==> src/rtl/core/tea_pkg.sv <==
// tea_pkg: shared types and codes of the triangle edge adjacency block
// depends on nothing; imported by every module of the block but tea_ram
package tea_pkg;

	// operation codes of an input item
	localparam logic [1:0] OP_CLEAR  = 2'd0;
	localparam logic [1:0] OP_APPEND = 2'd1;
	localparam logic [1:0] OP_READ   = 2'd2;

	// status codes of a result item
	localparam logic [1:0] ST_OK       = 2'd0;
	localparam logic [1:0] ST_FULL     = 2'd1;
	localparam logic [1:0] ST_NO_FACE  = 2'd2;

	typedef struct packed {
		logic [1:0]  operation;
		logic [15:0] corner_a;
		logic [15:0] corner_b;
		logic [15:0] corner_c;
		logic [11:0] query_face;
	} in_item_t;

	typedef struct packed {
		logic [11:0] face_number;
		logic [12:0] neighbour_edge0;
		logic [12:0] neighbour_edge1;
		logic [12:0] neighbour_edge2;
		logic [1:0]  status;
	} out_item_t;

	typedef enum logic [1:0] {
		CK_CLEAR,
		CK_APPEND,
		CK_QUERY,
		CK_NOP
	} cmd_kind_t;

	typedef struct packed {
		cmd_kind_t   kind;
		logic [15:0] corner_a;
		logic [15:0] corner_b;
		logic [15:0] corner_c;
		logic [11:0] query_face;
	} cmd_t;

	// front to back link
	typedef struct packed {
		logic valid;
		cmd_t cmd;
	} cmd_link_t;

	typedef enum logic [1:0] {
		BK_IDLE,
		BK_QLOAD,
		BK_SCAN
	} bk_state_t;

endpackage

==> src/rtl/core/tea_front.sv <==
// tea_front: accepts items, classifies the operation, holds a two entry queue
// depends on tea_pkg
module tea_front (
	input  logic               clk,
	input  logic               arst_n,
	input  logic               push,
	output logic               full,
	input  tea_pkg::in_item_t  item,
	output tea_pkg::cmd_link_t link,
	input  logic               cmd_pop
);
	import tea_pkg::*;

	cmd_t       ent_q [2];
	logic       wr_ptr_q;
	logic       rd_ptr_q;
	logic [1:0] cnt_q;
	cmd_t       cls;
	logic       wr_en;
	logic       rd_en;

	always_comb begin
		cls.corner_a   = item.corner_a;
		cls.corner_b   = item.corner_b;
		cls.corner_c   = item.corner_c;
		cls.query_face = item.query_face;
		case (item.operation)
			OP_CLEAR:  cls.kind = CK_CLEAR;
			OP_APPEND: cls.kind = CK_APPEND;
			OP_READ:   cls.kind = CK_QUERY;
			default:   cls.kind = CK_NOP;
		endcase
	end

	assign full       = cnt_q == 2'd2;
	assign wr_en      = push && !full;
	assign rd_en      = cmd_pop && (cnt_q != 2'd0);
	assign link.valid = cnt_q != 2'd0;
	assign link.cmd   = ent_q[rd_ptr_q];

	always_ff @(posedge clk) begin
		if (wr_en) begin
			ent_q[wr_ptr_q] <= cls;
		end
	end

	always_ff @(posedge clk or negedge arst_n) begin
		if (!arst_n) begin
			wr_ptr_q <= 1'b0;
			rd_ptr_q <= 1'b0;
			cnt_q    <= 2'd0;
		end else begin
			if (wr_en) begin
				wr_ptr_q <= !wr_ptr_q;
			end
			if (rd_en) begin
				rd_ptr_q <= !rd_ptr_q;
			end
			case ({wr_en, rd_en})
				2'b10:   cnt_q <= cnt_q + 2'd1;
				2'b01:   cnt_q <= cnt_q - 2'd1;
				default: cnt_q <= cnt_q;
			endcase
		end
	end
endmodule

==> config.mk <==
export PLATFORM = sky130hd
export DESIGN_NAME = tea_front
export DESIGN_NICKNAME = d
export VERILOG_FILES = /design/src/rtl/core/tea_pkg.sv /design/src/rtl/core/tea_front.sv
export SDC_FILE = /design/constraint.sdc
export NUM_CORES = 1
export LEC_CHECK = 0
export ABC_CLOCK_PERIOD_IN_PS = 4200
export BUFFER_PORTS_ARGS = -buffer_cell sky130_fd_sc_hd__buf_2
export CORE_MARGIN = 2
export CORE_UTILIZATION = 50
export CTS_BUF_LIST = sky130_fd_sc_hd__clkbuf_4 sky130_fd_sc_hd__clkbuf_8 sky130_fd_sc_hd__clkbuf_16
export DETAILED_ROUTE_END_ITERATION = 10
export PLACE_DENSITY = 0.76
export SETUP_SLACK_MARGIN = 0.15
export SYNTH_ARGS = -nofsm -noshare
export SYNTH_HDL_FRONTEND = slang
export SYNTH_SLANG_ARGS = --single-unit
==> constraint.sdc <==
create_clock -name clk -period 4.2 [get_ports clk]
set_clock_uncertainty 0.2 [all_clocks]
set_input_delay 0.84 -clock clk [delete_from_list [all_inputs] [get_ports clk]]
set_output_delay 0.84 -clock clk [all_outputs]
set_load 0.03 [all_outputs]
==> flow_summary.ini <==
[run_status]
status = complete, no violations

[cts]
clk_latency_ps = 510
h-tree-depth = 4
cts.path.max_buffers = 2
cts-hold-fix-buffers = 1
cts.sinks = 128
cts_setup_buffers = 0
cts_tree = built
cts_root_buf = clkbuf_8
cts-resized-gates = 0
cts_made_buffers = 17
clkTransAtPathRegs_ps = 60

[global_routing]
grt.overflow.total = 0
grt_antenna_before_repair = 0
grt_pass1_wl_mm = 11.4
track_usage_pct = 15.0
grt_pass1_vias = 2387
grt_max_degree = 41

[critical_path]
critPathKind = flop to output pin
cp-start-kind = flop
path_buf_inv = 2
arrival_ps = 2280
worstPathCellList = buf_4 > mux2_4 > buf_2
max_stage_delay_ps = 840
r2r_setup_slack_ps = 2020
endpoint_kind = output pin
worstPathMaxFanout = 35
critPathRequiredTime_ps = 3160
critPathSlowestCell = dfrtp_4
critical_path.top_delay_family = flip-flops

[synth]
synth_commonest_cells = 124 x edfxtp_1, 59 x mux2_4, 7 x buf_6
synthCells = 213
yosys_register_bits = 128
avgSynthCellArea_sq_um = 23.1
yosysSeqAreaShare_pct = 77.6
syn_nets = 280
synthArstFlopShare_pct = 3.13
synth_top_area_cell = edfxtp_1
ys_types = 16
ys_top_cells_by_area = edfxtp_1 76%, mux2_4 18%, dfrtp_1 2.0%, buf_6 1.6%, mux2_2 0.69%
ys.flop_type = edfxtp_1
synth-edff-count = 124
synth_top_area_share_pct = 75.6
synthMostInstantiatedCell = edfxtp_1
synthesis.area_sq_um = 4930
yosysWarnings = 0

[floorplanning]
coreArea_sq_um = 9680
die_w_um = 103
ios = 130
die-area_sq_um = 10700
initial_core_util_pct = 50.9
fp.dieH_um = 103
rows = 36

[timing]
finalCritPeriodShare_pct = 79.2
period_minus_slack_ps = 3320
fin_hold_ws_ps = 303
setup_tns_ps = 0
relSlewSlack_pct = 52.2
maxSlewViolCount = 0
rsz0062_at_grt = no
tightestPinTransition_ps = 715
setup_viol_count_final = 0
fmax_mhz = 301
hold_viol = 0

[placed_design]
portBuffers = 129
routabilityCongestion = 0.654
hpwl_mm = 5.17

[route]
drcViolationCount = 0
drtPass1Iterations = 4
drt-total-wl_mm = 7.89
wire_per_inst_um = 15.7
drt_iter0_drc = 44
num_vias = 2362
vias_per_cell = 4.71
ant_nets = 0

[power_and_ir_drop]
power.density_cell_area_nw_per_um2 = 802
power_leakage_nw = 2.57
ir_drop_mv = 0.360

[final_layout]
diodes = 0
nFillCells = 689
seq_area_sq_um = 3830
nets = 424
area_growth_pct = 27.9
drive_gt1_share_pct = 62.0
multi_input_area_sq_um = 1020

[flow_run]
drv_cap = 0

[worst_hold_path]
hold_path.class = flop to flop
==> path summary, 6_finish.rpt <==
| check | startpoint | endpoint | cells after the start |
|---|---|---|---|
| hold reg to reg | cnt_q[1]$_DFFE_PN0P_ | cnt_q[1]$_DFFE_PN0P_ | 1 |
| max in group asynchronous | arst_n | rd_ptr_q$_DFFE_PN0P_ | 2 |
| min in group asynchronous | arst_n | cnt_q[0]$_DFFE_PN0P_ | 2 |
| setup reg to reg | cnt_q[0]$_DFFE_PN0P_ | ent_q[0][58]$_DFFE_PP_ | 4 |
| hold / removal | cnt_q[1]$_DFFE_PN0P_ | cnt_q[1]$_DFFE_PN0P_ | 1 |
| setup / recovery | rd_ptr_q$_DFFE_PN0P_ | link[58] | 3 |
==> area by class of cell <==
class,instances,area share [%]
sequential,128,60.7
multi-input combinational,75,16.2
timing repair buffer,134,11.3
clock buffer,19,6.81
tap,133,2.64
clock inverter,11,2.26
inverter,1,0.0595
==> report_power, final <==
part	total, mW	switching (mW)	leakage, nW	internal, mW
sequential	1.92	0.166	1.20	1.75
clock	1.40	0.494	0.282	0.905
combinational	1.74	1.01	1.09	0.721
total	5.05	1.68	2.57	3.38
==> flip-flops by register name (all words and copies together), names as in the netlist <==
signal and count:
cnt_q 2, ent_q 124, wr_ptr_q 1, rd_ptr_q 1
==> per-stage QoR <==
| stage | power [mW] | util, % | setup slack [ps] | area [sq um] | std cells |
|---|---|---|---|---|---|
| finish | 5.05 | 65.1 | 875 | 6300 | 501 |
| floorplan | 3.32 | - | 1030 | 4930 | 213 |
| global placement | 3.68 | 59.1 | 1390 | 5720 | 470 |
| CTS | 5.11 | 65.1 | 814 | 6300 | 501 |
| detailed placement | 3.71 | 59.1 | 1370 | 5720 | 470 |
| global route | 5.27 | 65.1 | 785 | 6300 | 501 |
==> kinds of logic (layout without fill, tap and decap cells) <==
logic type / count (synthesis) / count (layout) / share of synthesized area (%)
simple gates: 7 / 7 / 0.787
xor+xnor: 5 / 5 / 0.889
fa+ha+maj: 1 / 1 / 0.254
flops: 128 / 128 / 77.6
buf+inv: 10 / 165 / 1.83
mux: 62 / 62 / 18.7
==> cells in the final DEF, fill, tap and decap left out, types with 2 or more instances in the layout <==
cell	instances
buf_2	129
edfxtp_1	124
mux2_4	59
clkbuf_16	16
mux2_2	3
xnor2_1	3
clkinv_2	3
clkinv_4	3
bufinv_16	3
dfrtp_1	3
xor2_1	2
clkbuf_4	2
buf_12	2
buf_4	2
==> layer usage <==
layer / wire (um) / track usage (%) / vias up / share of wire (%)
met1: 3070 / 16.2 / 1141 / 39
li1: - / - / 1127 / -
met2: 4220 / 25.8 / 80 / 53
met4: 168 / 9.11 / 0 / 2.1
met5: 0 / 0 / - / 0
met3: 433 / 4.77 / 14 / 5.5
(Power assumes the default switching activity.)
